[config.mk]
export PLATFORM = sky130hd
export DESIGN_NAME = median_filter_3x3_flat
export DESIGN_NICKNAME = d
export VERILOG_FILES = /design/src/sv/mf_pkg.sv /design/src/sv/mf_in_if.sv /design/src/sv/mf_out_if.sv /design/src/sv/mf_line_store.sv /design/src/sv/mf_median9.sv /design/src/sv/mf_position.sv /design/src/sv/median_filter_3x3.sv /design/src/flat_wrapper.sv
export SDC_FILE = /design/constraint.sdc
export NUM_CORES = 2
export LEC_CHECK = 0
export ABC_AREA = 1
export BUFFER_PORTS_ARGS = -buffer_cell sky130_fd_sc_hd__buf_2
export CORE_MARGIN = 4
export CORE_UTILIZATION = 35
export DETAILED_ROUTE_END_ITERATION = 16
export GPL_ROUTABILITY_DRIVEN = 0
export PLACE_DENSITY = 0.58
export SLEW_MARGIN = 40
export SYNTH_ARGS = -nofsm -noshare
export SYNTH_HDL_FRONTEND = slang
export SYNTH_HIERARCHICAL = 1
export SYNTH_SLANG_ARGS = --single-unit
[constraint.sdc]
create_clock -name i_clk -period 13.1 [get_ports i_clk]
set_input_delay 0.655 -clock i_clk [delete_from_list [all_inputs] [get_ports i_clk]]
set_output_delay 0.655 -clock i_clk [all_outputs]
set_load 0.01 [all_outputs]
[src/sv/mf_pkg.sv]
package mf_pkg;

    localparam int PIXEL_W       = 8;
    localparam int WIDTH_REG_W   = 8;
    localparam int HEIGHT_REG_W  = 13;
    localparam int CFG_DATA_W    = 13;
    localparam int CFG_IDX_W     = 1;
    localparam int MAX_WIDTH_DEF = 128;
    localparam int MIN_DIM       = 3;
    localparam int HEIGHT_LIMIT  = 4096;
    localparam int ROW_W         = 13;
    localparam int OUT_ROW_W     = 12;
    localparam int WINDOW_N      = 9;
    // rank of the median among the nine sorted window pixels
    localparam int MEDIAN_RANK   = 4;

    localparam logic [WIDTH_REG_W-1:0]  WIDTH_RESET  = WIDTH_REG_W'(128);
    localparam logic [HEIGHT_REG_W-1:0] HEIGHT_RESET = HEIGHT_REG_W'(128);

    typedef enum logic [CFG_IDX_W-1:0] {
        REG_IMAGE_WIDTH,
        REG_IMAGE_HEIGHT
    } t_cfg_reg;

    typedef enum logic {
        OP_PIXEL,
        OP_PAD
    } t_op;

    // per-word position flags from the raster counters
    typedef struct packed {
        logic emit;
        logic border;
        logic last;
    } t_pos_flags;

    typedef logic [WINDOW_N-1:0][PIXEL_W-1:0] t_win;

endpackage

[src/sv/mf_in_if.sv]
interface mf_in_if;
    import mf_pkg::*;

    logic               valid;
    logic               ready;
    logic               op;
    logic [PIXEL_W-1:0] pixel;

    modport source (output valid, output op, output pixel, input ready);
    modport sink   (input valid, input op, input pixel, output ready);

endinterface

[src/sv/mf_out_if.sv]
interface mf_out_if;
    import mf_pkg::*;

    logic               valid;
    logic               ready;
    logic [PIXEL_W-1:0] value;
    logic               last;

    modport source (output valid, output value, output last, input ready);
    modport sink   (input valid, input value, input last, output ready);

endinterface

[src/sv/mf_line_store.sv]
module mf_line_store #(
    parameter int DEPTH = mf_pkg::MAX_WIDTH_DEF,
    localparam int AW   = $clog2(DEPTH)
) (
    input  logic                       i_clk,
    input  logic                       i_we,
    input  logic [AW-1:0]              i_wr_addr,
    input  logic [mf_pkg::PIXEL_W-1:0] i_wr_data,
    input  logic                       i_re,
    input  logic [AW-1:0]              i_rd_addr,
    output logic [mf_pkg::PIXEL_W-1:0] o_rd_data
);
    import mf_pkg::*;

    logic [PIXEL_W-1:0] r_mem [DEPTH];
    logic [PIXEL_W-1:0] r_rd_data;

    always_ff @(posedge i_clk) begin
        if (i_we) begin
            r_mem[i_wr_addr] <= i_wr_data;
        end
        if (i_re) begin
            r_rd_data <= r_mem[i_rd_addr];
        end
    end

    assign o_rd_data = r_rd_data;

endmodule

[src/sv/mf_median9.sv]
module mf_median9 (
    input  mf_pkg::t_win               i_win,
    output logic [mf_pkg::PIXEL_W-1:0] o_med
);
    import mf_pkg::*;

    t_win p;

    function automatic logic [2*PIXEL_W-1:0] sort2(input logic [PIXEL_W-1:0] a,
                                                   input logic [PIXEL_W-1:0] b);
        // {low, high}
        return (a > b) ? {b, a} : {a, b};
    endfunction

    // 19-exchange median network; only the middle rank is valid at the end
    always_comb begin
        p = i_win;
        {p[1], p[2]} = sort2(p[1], p[2]);
        {p[4], p[5]} = sort2(p[4], p[5]);
        {p[7], p[8]} = sort2(p[7], p[8]);
        {p[0], p[1]} = sort2(p[0], p[1]);
        {p[3], p[4]} = sort2(p[3], p[4]);
        {p[6], p[7]} = sort2(p[6], p[7]);
        {p[1], p[2]} = sort2(p[1], p[2]);
        {p[4], p[5]} = sort2(p[4], p[5]);
        {p[7], p[8]} = sort2(p[7], p[8]);
        // max of mins, min of maxes, median of medians
        {p[0], p[3]} = sort2(p[0], p[3]);
        {p[5], p[8]} = sort2(p[5], p[8]);
        {p[4], p[7]} = sort2(p[4], p[7]);
        {p[3], p[6]} = sort2(p[3], p[6]);
        {p[1], p[4]} = sort2(p[1], p[4]);
        {p[2], p[5]} = sort2(p[2], p[5]);
        {p[4], p[7]} = sort2(p[4], p[7]);
        {p[2], p[4]} = sort2(p[2], p[4]);
        {p[4], p[6]} = sort2(p[4], p[6]);
        {p[2], p[4]} = sort2(p[2], p[4]);
    end

    assign o_med = p[MEDIAN_RANK];

endmodule

[src/sv/mf_position.sv]
module mf_position #(
    parameter int MAX_WIDTH = mf_pkg::MAX_WIDTH_DEF,
    localparam int CW       = $clog2(MAX_WIDTH)
) (
    input  logic                            i_clk,
    input  logic                            i_rst_n,
    input  logic                            i_adv,
    input  logic                            i_op,
    input  logic [mf_pkg::PIXEL_W-1:0]      i_pixel,
    input  logic [mf_pkg::WIDTH_REG_W-1:0]  i_image_width,
    input  logic [mf_pkg::HEIGHT_REG_W-1:0] i_image_height,
    output logic [CW-1:0]                   o_addr,
    output logic [mf_pkg::PIXEL_W-1:0]      o_pix,
    output mf_pkg::t_pos_flags              o_flags
);
    import mf_pkg::*;

    localparam int WW = ($clog2(MAX_WIDTH + 1) > WIDTH_REG_W) ?
                        $clog2(MAX_WIDTH + 1) : WIDTH_REG_W;

    logic [CW-1:0]        r_in_col,  n_in_col;
    logic [CW-1:0]        r_out_col, n_out_col;
    logic [ROW_W-1:0]     r_in_row,  n_in_row;
    logic [OUT_ROW_W-1:0] r_out_row, n_out_row;

    logic [WW-1:0]    w_raw, w_eff, w_m1, in_col_inc, out_col_inc;
    logic [ROW_W-1:0] h_eff, h_m1;
    logic             emit, border, last, is_pix;
    logic             in_wrap, out_wrap, out_col_end, out_row_end;

    // effective frame size, clamped to at least MIN_DIM and to what the stores and row counters hold
    always_comb begin
        w_raw = WW'(i_image_width);
        if (w_raw < WW'(MIN_DIM)) begin
            w_eff = WW'(MIN_DIM);
        end else if (w_raw > WW'(MAX_WIDTH)) begin
            w_eff = WW'(MAX_WIDTH);
        end else begin
            w_eff = w_raw;
        end
        if (i_image_height < ROW_W'(MIN_DIM)) begin
            h_eff = ROW_W'(MIN_DIM);
        end else if (i_image_height > ROW_W'(HEIGHT_LIMIT)) begin
            h_eff = ROW_W'(HEIGHT_LIMIT);
        end else begin
            h_eff = i_image_height;
        end
        w_m1 = w_eff - WW'(1);
        h_m1 = h_eff - ROW_W'(1);
    end

    always_comb begin
        in_col_inc  = WW'(r_in_col) + WW'(1);
        out_col_inc = WW'(r_out_col) + WW'(1);
        in_wrap     = in_col_inc >= w_eff;
        out_wrap    = out_col_inc >= w_eff;
        out_col_end = WW'(r_out_col) >= w_m1;
        out_row_end = ROW_W'(r_out_row) >= h_m1;
        emit        = (r_in_row >= ROW_W'(2)) ||
                      ((r_in_row == ROW_W'(1)) && (r_in_col != '0));
        border      = (r_out_row == '0) || out_row_end ||
                      (r_out_col == '0) || out_col_end;
        last        = out_row_end && out_col_end;
        is_pix      = r_in_row < h_eff;
    end

    always_comb begin
        n_in_col  = r_in_col;
        n_in_row  = r_in_row;
        n_out_col = r_out_col;
        n_out_row = r_out_row;
        if (i_adv) begin
            if (in_wrap) begin
                n_in_col = '0;
                if (r_in_row != '1) begin
                    n_in_row = r_in_row + ROW_W'(1);
                end
            end else begin
                n_in_col = CW'(in_col_inc);
            end
            if (emit) begin
                if (last) begin
                    // frame done: next word is the first pixel of a new frame
                    n_in_col  = '0;
                    n_in_row  = '0;
                    n_out_col = '0;
                    n_out_row = '0;
                end else if (out_wrap) begin
                    n_out_col = '0;
                    n_out_row = r_out_row + OUT_ROW_W'(1);
                end else begin
                    n_out_col = CW'(out_col_inc);
                end
            end
        end
    end

    always_ff @(posedge i_clk) begin
        if (!i_rst_n) begin
            r_in_col  <= '0;
            r_in_row  <= '0;
            r_out_col <= '0;
            r_out_row <= '0;
        end else begin
            r_in_col  <= n_in_col;
            r_in_row  <= n_in_row;
            r_out_col <= n_out_col;
            r_out_row <= n_out_row;
        end
    end

    assign o_addr  = r_in_col;
    assign o_pix   = (is_pix && (i_op == OP_PIXEL)) ? i_pixel : '0;
    assign o_flags = '{emit: emit, border: border, last: last};

endmodule

[src/sv/median_filter_3x3.sv]
// 3x3 median filter over a raster-order stream of 8-bit grayscale pixels.
//
// Channels: i_in carries one word per raster position (op, pixel); op = pad
// marks a padding word, which counts as a position but carries no pixel.
// o_out carries (value, last). Both use valid/ready; a word moves on a
// rising edge with valid and ready high.
// Configuration: i_cfg_we/i_cfg_index/i_cfg_data write image_width (0) or
// image_height (1); write only while the block is idle.
// Each result belongs to the position width+1 words before the word that
// produces it, so a frame is followed by width+1 padding words. Border
// results are 0, and the final result of the frame has last set, after
// which the block starts a new frame.
// Throughput: one word per clock while the receiver keeps taking results. A
// word that produces a result passes stage 1, which holds the line store
// read; the median network then feeds the output register, which raises
// o_out.valid.
// Reset (synchronous, active low) clears the counters, window and valids;
// the line stores are not cleared and need no clearing pass.
// Receiver stall: the output register holds its word, the stage behind it
// fills, and i_in.ready drops only while both are full.
module median_filter_3x3 #(
    parameter int MAX_WIDTH = mf_pkg::MAX_WIDTH_DEF
) (
    input  logic                          i_clk,
    input  logic                          i_rst_n,
    input  logic                          i_cfg_we,
    input  logic [mf_pkg::CFG_IDX_W-1:0]  i_cfg_index,
    input  logic [mf_pkg::CFG_DATA_W-1:0] i_cfg_data,
    mf_in_if.sink                         i_in,
    mf_out_if.source                      o_out
);
    import mf_pkg::*;

    localparam int CW = $clog2(MAX_WIDTH);

    // configuration registers
    logic [WIDTH_REG_W-1:0]  r_image_width;
    logic [HEIGHT_REG_W-1:0] r_image_height;

    // handshake
    logic accept, s1_move, out_free;

    // position counters
    logic [CW-1:0]      pos_addr;
    logic [PIXEL_W-1:0] pos_pix;
    t_pos_flags         pos_flags;

    // stage 1: word waiting for its line store data
    logic               r_s1_valid;
    logic [PIXEL_W-1:0] r_s1_pix;
    t_pos_flags         r_s1_flags;
    logic [CW-1:0]      r_s1_addr;
    logic               r_s1_fwd;

    // line store read data and the values after bypass
    logic [PIXEL_W-1:0] up_q, lo_q, up, lo;

    // registered window columns: [0..2] older, [3..5] newer (top to bottom)
    logic [PIXEL_W-1:0] r_win [6];
    t_win               window;
    logic [PIXEL_W-1:0] med;

    // output register
    logic               r_out_valid;
    logic [PIXEL_W-1:0] r_out_value;
    logic               r_out_last;

    always_ff @(posedge i_clk) begin
        if (!i_rst_n) begin
            r_image_width  <= WIDTH_RESET;
            r_image_height <= HEIGHT_RESET;
        end else if (i_cfg_we) begin
            unique case (i_cfg_index)
                REG_IMAGE_WIDTH:  r_image_width  <= i_cfg_data[WIDTH_REG_W-1:0];
                REG_IMAGE_HEIGHT: r_image_height <= i_cfg_data[HEIGHT_REG_W-1:0];
                default:          r_image_width  <= r_image_width;
            endcase
        end
    end

    assign out_free = !r_out_valid || o_out.ready;
    assign s1_move  = r_s1_valid && out_free;
    assign i_in.ready = !r_s1_valid || s1_move;
    assign accept   = i_in.valid && i_in.ready;

    mf_position #(
        .MAX_WIDTH (MAX_WIDTH)
    ) u_position (
        .i_clk          (i_clk),
        .i_rst_n        (i_rst_n),
        .i_adv          (accept),
        .i_op           (i_in.op),
        .i_pixel        (i_in.pixel),
        .i_image_width  (r_image_width),
        .i_image_height (r_image_height),
        .o_addr         (pos_addr),
        .o_pix          (pos_pix),
        .o_flags        (pos_flags)
    );

    // Upper store keeps the line two above, lower the line just above.
    // Both are read on acceptance and written as the word leaves stage 1.
    mf_line_store #(
        .DEPTH (MAX_WIDTH)
    ) u_store_upper (
        .i_clk     (i_clk),
        .i_we      (s1_move),
        .i_wr_addr (r_s1_addr),
        .i_wr_data (lo),
        .i_re      (accept),
        .i_rd_addr (pos_addr),
        .o_rd_data (up_q)
    );

    mf_line_store #(
        .DEPTH (MAX_WIDTH)
    ) u_store_lower (
        .i_clk     (i_clk),
        .i_we      (s1_move),
        .i_wr_addr (r_s1_addr),
        .i_wr_data (r_s1_pix),
        .i_re      (accept),
        .i_rd_addr (pos_addr),
        .o_rd_data (lo_q)
    );

    always_ff @(posedge i_clk) begin
        if (!i_rst_n) begin
            r_s1_valid <= 1'b0;
        end else if (accept) begin
            r_s1_valid <= 1'b1;
        end else if (s1_move) begin
            r_s1_valid <= 1'b0;
        end
    end

    // Read and write of the same column in one cycle return stale data;
    // the word being written then sits in the newest window column.
    always_ff @(posedge i_clk) begin
        if (accept) begin
            r_s1_pix   <= pos_pix;
            r_s1_flags <= pos_flags;
            r_s1_addr  <= pos_addr;
            r_s1_fwd   <= s1_move && (r_s1_addr == pos_addr);
        end
    end

    assign up = r_s1_fwd ? r_win[4] : up_q;
    assign lo = r_s1_fwd ? r_win[5] : lo_q;

    always_ff @(posedge i_clk) begin
        if (!i_rst_n) begin
            for (int i = 0; i < 6; i++) begin
                r_win[i] <= '0;
            end
        end else if (s1_move) begin
            r_win[0] <= r_win[3];
            r_win[1] <= r_win[4];
            r_win[2] <= r_win[5];
            r_win[3] <= up;
            r_win[4] <= lo;
            r_win[5] <= r_s1_pix;
        end
    end

    assign window = {r_win[0], r_win[3], up,
                     r_win[1], r_win[4], lo,
                     r_win[2], r_win[5], r_s1_pix};

    mf_median9 u_median9 (
        .i_win (window),
        .o_med (med)
    );

    always_ff @(posedge i_clk) begin
        if (!i_rst_n) begin
            r_out_valid <= 1'b0;
        end else if (s1_move && r_s1_flags.emit) begin
            r_out_valid <= 1'b1;
        end else if (o_out.ready) begin
            r_out_valid <= 1'b0;
        end
    end

    always_ff @(posedge i_clk) begin
        if (s1_move && r_s1_flags.emit) begin
            r_out_value <= r_s1_flags.border ? '0 : med;
            r_out_last  <= r_s1_flags.last;
        end
    end

    assign o_out.valid = r_out_valid;
    assign o_out.value = r_out_value;
    assign o_out.last  = r_out_last;

endmodule

[src/flat_wrapper.sv]
// flat-port wrapper written by rule: the top's interface ports become plain ports
module median_filter_3x3_flat import mf_pkg::*;
#(
    parameter int MAX_WIDTH = mf_pkg::MAX_WIDTH_DEF
)
  (i_clk, i_rst_n, i_cfg_we, i_cfg_index, i_cfg_data, i_in_valid, i_in_op, i_in_pixel, i_in_ready, o_out_valid, o_out_value, o_out_last, o_out_ready);
  mf_in_if i_in_i ();
  mf_out_if o_out_i ();
  input  logic i_clk;
  input  logic i_rst_n;
  input  logic i_cfg_we;
  input  logic [mf_pkg::CFG_IDX_W-1:0] i_cfg_index;
  input  logic [mf_pkg::CFG_DATA_W-1:0] i_cfg_data;
  input wire logic [$bits(i_in_i.valid)-1:0] i_in_valid;
  input wire logic [$bits(i_in_i.op)-1:0] i_in_op;
  input wire logic [$bits(i_in_i.pixel)-1:0] i_in_pixel;
  output wire logic [$bits(i_in_i.ready)-1:0] i_in_ready;
  output wire logic [$bits(o_out_i.valid)-1:0] o_out_valid;
  output wire logic [$bits(o_out_i.value)-1:0] o_out_value;
  output wire logic [$bits(o_out_i.last)-1:0] o_out_last;
  input wire logic [$bits(o_out_i.ready)-1:0] o_out_ready;
  assign i_in_i.valid = i_in_valid;
  assign i_in_i.op = i_in_op;
  assign i_in_i.pixel = i_in_pixel;
  assign i_in_ready = i_in_i.ready;
  assign o_out_valid = o_out_i.valid;
  assign o_out_value = o_out_i.value;
  assign o_out_last = o_out_i.last;
  assign o_out_i.ready = o_out_ready;
  median_filter_3x3 #(.MAX_WIDTH(MAX_WIDTH)) u_core (.i_clk(i_clk), .i_rst_n(i_rst_n), .i_cfg_we(i_cfg_we), .i_cfg_index(i_cfg_index), .i_cfg_data(i_cfg_data), .i_in(i_in_i), .o_out(o_out_i));
endmodule
# ---- Yosys cells after proc, flatten, opt, wreduce, memory -nomap -nowiden
# Memory sizes are Yosys's and may differ from the RTL's. A register that Yosys moved wholly into a read port is not among the register bits.
# Index checks and enable logic that the tools add are counted.
dict set report totals {
  n_memories 3
  register_bits 90
  wordCells 141
  ram_bits 2096
  out_inout_bits 11
}
# name words word_bits read_ports rd_ports_with_merged_regs write_ports line
set mem_list {}
lappend mem_list {u_core.u_store_lower.r_mem 128 8 1 1 1 mf_line_store.sv:15} ;# logic [PIXEL_W-1:0] r_mem [DEPTH];
lappend mem_list {u_core.u_store_upper.r_mem 128 8 1 1 1 mf_line_store.sv:15}
lappend mem_list {u_core.r_win 6 8 6 0 6 median_filter_3x3.sv:59} ;# logic [PIXEL_W-1:0] r_win [6];
dict set report op_classes {
  n_reduce_logical 25
  n_lt_le_gt_ge 29
  n_mux 51
  n_eq_ne 3
  add_sub_neg 6
  bitwise 8
}
# op count
set ops {}
lappend ops {{$mux W16} 15}
lappend ops {{$gt A8 B8 Y1} 19}
lappend ops {{$mux W8} 14}
lappend ops {{$mux W13} 6}
lappend ops {{$mux W7} 5}
lappend ops {{$mux W12} 2}
lappend ops {{$add A7 B1 Y8 const B} 2}
lappend ops {{$ge A8 B8 Y1} 2}
lappend ops {{$add A13 B1 Y13 const B} 1}
lappend ops {{$eq A13 B1 Y1 const B} 1}
lappend ops {{$ge A12 B13 Y1} 1}
lappend ops {{$ge A13 B2 Y1 const B} 1}
lappend ops {{$gt A13 B13 Y1 const B} 1}
lappend ops {{$lt A13 B13 Y1} 1}
lappend ops {{$lt A13 B2 Y1 const B} 1}
lappend ops {{$ne A13 B13 Y1 const B} 1}
lappend ops {{$sub A13 B1 Y13 const B} 1}
lappend ops {{$add A12 B1 Y12 const B} 1}
lappend ops {{$logic_not A12 Y1} 1}
lappend ops {{$mux W1} 9}
lappend ops {{$ge A7 B8 Y1} 1}
lappend ops {{$gt A8 B8 Y1 const B} 1}
lappend ops {{$lt A8 B2 Y1 const B} 1}
lappend ops {{$sub A8 B1 Y8 const B} 1}
lappend ops {{other kinds (11)} 33}

# ---- Logic depth before layout (Yosys ltp)
# An unclocked memory read counts as a cell.
dict set report logic_depth {
  word_depth 19
  ltp_mapped 102
  mapped_depth_nobuf 99
}

# ---- Cells and area by module
# Netlist, hierarchy kept.
# mod area_each_um2 instances cells_each
set by_module_without_submodules {}
lappend by_module_without_submodules {mf_line_store 42184.2 2 3575}
lappend by_module_without_submodules {mf_median9 6456.2 1 1130}
lappend by_module_without_submodules {median_filter_3x3 4000.1 1 379}
lappend by_module_without_submodules {mf_position 3991.3 1 603}

# ---- Least setup slack after synthesis
# Ideal clock, no wire load.
dict set report synth_timing {
  path_kind {reg-to-reg}
  from {register u_core.r_s1_fwd}
  to {register u_core.r_out_value[0] (netlist: u_core/o_out.value[0]), data pin}
  period_less_slack_ns 14.145
  stages_incl_launch_ff 75
  setup_time_ns 0.263
  required_ns 12.837
  t_arrival_ns 13.882
  path_slack_ns -1.045
  path_cell_list {edfxtp_1 > buf_2 > nand2_1 > o21ai_0 > inv_1 > ha_1 > a21oi_1 > nor2_1 > a211oi_1 > nand2_2 > nand2_4 > inv_2 > buf_2 > nand2_1 > o21ai_1 > ha_1 > nand2_1 > nor2_1 > [... 39 more ...] > ha_1 > nand4_1 > o31ai_2 > inv_1 > nand2_1 > nand2_1 > ha_1 > inv_1 > nor2_1 > nor2_1 > o21ai_0 > nand2_1 > a21oi_2 > inv_1 > nand3_1 > nand2_1 > inv_1 > nor2_1}
}
dict set report synth_between {
  elab_chain_len 17
}
# item line
set synth_rtl {}
lappend synth_rtl {{from (decl)} median_filter_3x3.sv:53} ;# logic r_s1_fwd;
lappend synth_rtl {{from (signal assigned)} median_filter_3x3.sv:144} ;# r_s1_fwd <= s1_move && (r_s1_addr == pos_addr);
lappend synth_rtl {{$mux W8 (*)} median_filter_3x3.sv:149} ;# assign lo = r_s1_fwd ? r_win[5] : lo_q;
lappend synth_rtl {{named net u_core.lo[5]} median_filter_3x3.sv:56} ;# logic [PIXEL_W-1:0] up_q, lo_q, up, lo;
lappend synth_rtl {{$gt A8 B8 Y1} mf_median9.sv:12} ;# return (a > b) ? {b, a} : {a, b};
lappend synth_rtl {{$mux W16 (*)} mf_median9.sv:12}
lappend synth_rtl {{$gt A8 B8 Y1} mf_median9.sv:12}
lappend synth_rtl {{$mux W16} mf_median9.sv:12}
lappend synth_rtl {{$gt A8 B8 Y1} mf_median9.sv:12}
lappend synth_rtl {{$mux W16} mf_median9.sv:12}
lappend synth_rtl {{[... 3 more ...]} n/a}
lappend synth_rtl {{$mux W16} mf_median9.sv:12}
lappend synth_rtl {{$gt A8 B8 Y1} mf_median9.sv:12}
lappend synth_rtl {{$mux W16} mf_median9.sv:12}
lappend synth_rtl {{$gt A8 B8 Y1} mf_median9.sv:12}
lappend synth_rtl {{$mux W16} mf_median9.sv:12}
lappend synth_rtl {{$gt A8 B8 Y1} mf_median9.sv:12}
lappend synth_rtl {{$mux W8 (*)} mf_median9.sv:12}
lappend synth_rtl {{named net u_core.med[0]} median_filter_3x3.sv:61} ;# logic [PIXEL_W-1:0] med;
lappend synth_rtl {{to (signal assigned)} median_filter_3x3.sv:187} ;# r_out_value <= r_s1_flags.border ? '0 : med;
lappend synth_rtl {{to (decl)} median_filter_3x3.sv:65} ;# logic [PIXEL_W-1:0] r_out_value;
# The timed path passes the listed nets; every way through them passes the cells marked *.
# A chain may end at the register's enable or synchronous reset.

==> results.txt <==
Run status - complete, no violations
DRC - 0
Top_reg_cell synth - edfxtp_1
Top fanout value on the critical path - 13
HP Start - i_cfg_index
Root buf cell - clkbuf_16
Drt via density - 5.26
Fill cells - 26800
Die Span Y - 539 um
Die width - 539 um
Startpoint Class - flip-flop
VDD IR max - 1.95 mV
Worst-path clk slew - 0.06 ns
Most frequent cells after synthesis - nand2_1 (2936), edfxtp_1 (2140), nand3_1 (1952)
Detailed router's first-iteration violation count - 7329
Maxcap violations - 0
Mapped Cells - 9262
Post-route insts no fill - 13100
PortBufs - 38
Fin crit period - 12.36 ns
Clock Tree Buf Depth - 4
Synthesized flop and latch total - 2202
Core Rows - 194
Vias in the first global route - 65800
Unique cell type count in the Yosys netlist - 57
Hpwl dp - 165000 um
Reg-to-reg slack, setup - 0.74 ns
WHS Endpoint - u_core/r_image_width[7]
FF-to-FF Start - u_core/r_win[3][5]
Area of the core - 280000 um^2
Io pins - 39
Area Growth Syn to Fin - 12.1%
Hold Crit Depth - 4
CP top delay family - simple AND/OR/NAND/NOR gates
Post-Syn Nets - 9496
Crit path buffers/inverters - 17
Mapped Area - 98800 um^2
Largest net degree at the start of global routing - 223
DRT Wirelength - 277000 um
FMAX - 80.9 MHz
Wire length per cell - 21.1 um
Endpoint class of the critical path - flip-flop
Relative slew slack - 0.387
H-tree level count - 4
PD cells - 268 nW/um^2
Hold WC Path Type - primary input to flip-flop
Post-synth EDFFs - 2140
Reg2reg end - u_core/o_out.value[2]
First-pass GRT wire length - 414000 um
Die area - 291000 um^2
CP max-delay cell - edfxtp_1
Count leader, synth - nand2_1
Post-synth ARST share - 0
Synth warn - 6
GRT Overall Usage - 0.182
R2R cell count - 81
Tcrit/Tclk final - 0.943
Synthesized area per cell - 10.7 um^2
Final hold viol count - 0
Critical path arrival - 12.91 ns
1st-pass router iterations - 9
Num CTS Buffers - 234
Slew @ Worst Pin - 0.916 ns
Top post-synthesis cells by area - edfxtp_1 (65%), nand2_1 (11%), nand3_1 (9.9%)
Share of cells above drive strength 1 - 0.0864
WP data required - 13.65 ns
Clk_lat worst skew - 0.92 ns
Initial antenna violation count - 12
Placed cells - 12600
Initial core utilization - 0.353
Clock skew - 0.110 ns
Most frequent CP cell - nand2_1
TritonCTS clock tree - yes
Final Setup Violations - 0
WS Path Type - flip-flop to flip-flop
Post-synth top area share - 0.650
Clock Sinks - 2202
Register area share after synthesis - 0.663
Largest area contributor in the netlist - edfxtp_1
PnR Total Power - 29.7 mW
Nets - 9450
Vias post-DR - 69000
Post-route ant nets - 0
Leakage - 40.2 nW
Max stage delay on crit path - 0.42 ns
Final max-slew violation count - 0
Gr ovfl total - 0
how the worst max path moves through the flow:
stage / from / end / cells past startpoint / slack [ns]
finish: u_core/r_win[3][5] / u_core/o_out.value[2] / 81 / 0.74
global route: u_core/r_win[3][7] / u_core/o_out.value[6] / 82 / -0.21
global placement: u_core/r_win[3][7] / u_core/o_out.value[7] / 79 / 0.25
CTS: u_core/r_win[3][7] / u_core/o_out.value[2] / 78 / 0.02
floorplan: u_core/r_s1_fwd / u_core/o_out.value[0] / 77 / 0.04
detailed placement: u_core/r_win[3][7] / u_core/o_out.value[0] / 78 / 0.01
placed cells by master (no fill, tap or decap), drive strengths merged, types with 62 or more instances in the layout:
cell type | netlist | final
dfxtp | 62 | 62
edfxtp | 2140 | 2140
a21oi | 105 | 105
buf | 421 | 215
clkbuf | 97 | 281
nand2 | 2990 | 2994
o21ai | 251 | 251
clkinv | 4 | 103
nand3 | 1969 | 1969
nor2 | 502 | 502
ha | 206 | 206
inv | 342 | 342
per-layer routing:
metal | share of wire | vias up | GRT usage
met5 | 0.000040 | - | 0
met4 | 0.032 | 2 | 0.0585
met3 | 0.073 | 494 | 0.0254
met2 | 0.47 | 2696 | 0.299
met1 | 0.42 | 33700 | 0.250
li1 | - | 32100 | -
logic make-up (layout without fill, tap and decap cells):
kind of cell,count (synthesis),after routing,share of synthesized area
DFF,2202,2202,0.663
AOI/OAI and AO/OA,403,403,0.0226
and+or+nand+nor,5553,5557,0.242
buffers and inverters,864,1000,0.0436
xor gates and xnor gates,34,34,0.00301
adders and majority gates,206,206,0.0261
other,0,3,0
flip-flops by register name, summed over array words and instances (netlist names):
signal	count
u_core/r_image_height	13
u_core/u_position/r_out_row	12
u_core/u_store_upper/o_rd_data	8
u_core/r_s1_addr	7
u_core/o_out.value	8
u_core/r_s1_pix	8
u_core/u_store_lower/r_mem	1024
u_core/r_win	48
u_core/r_s1_valid	1
u_core/r_s1_flags	3
u_core/u_position/r_out_col	7
u_core/u_position/o_addr	7
u_core/o_out.valid	1
u_core/u_store_lower/o_rd_data	8
u_core/u_store_upper/r_mem	1024
u_core/r_image_width	8
u_core/o_out.last	1
u_core/r_s1_fwd	1
u_core/u_position/r_in_row	13
timing repair:
action,CTS,global route
setup buffers,0,51
pin swaps,0,33
endpoints found under the setup margin,8,8
resized for setup,2,97
hold buffers,13,0
cloned,0,6
endpoints found under the hold margin,18,0
tightest hold or removal path, cell delays in order:
cell     delay (ns)
buf_2          0.09
nor2_2         0.07
nand2_1        0.06
nand3_1        0.06
layout make-up:
cell class | instances | area, um^2 | share of cell area
clock buffer | 279 | 6070 | 0.0548
antenna | 3 | 7.51 | 0.0000678
sequential | 2202 | 65500 | 0.591
timing repair inverter | 2 | 11.3 | 0.000102
timing repair buffer | 230 | 2120 | 0.0191
tap | 3724 | 4660 | 0.0421
clock inverter | 143 | 1430 | 0.0129
inverter | 346 | 1410 | 0.0127
multi-input combinational | 6200 | 29600 | 0.267
power breakdown:
group          leakage [nW]  switching (mW)  internal, mW  total (mW)
registers              19.9          0.0550          7.88        7.93
logic                  16.6            9.53          5.69        15.2
clock network          3.66            2.72          3.82        6.54
total                  40.2            12.3          17.4        29.7
per-stage QoR:
step | utilization | cell area (um^2) | hold WS, ns | worst slack, ns | setup TNS, ns
CTS | 0.392 | 110000 | 0.0109 | 0.0179 | 0
finish | 0.396 | 111000 | 0.0845 | 0.744 | 0
detailed placement | 0.364 | 102000 | 0.418 | 0.0145 | 0
floorplan | - | 98900 | 0.400 | 0.0384 | 0
global placement | 0.364 | 102000 | 0.412 | 0.252 | 0
global route | 0.396 | 111000 | 0.0621 | -0.208 | -1.51
(Power assumes the default switching activity.)
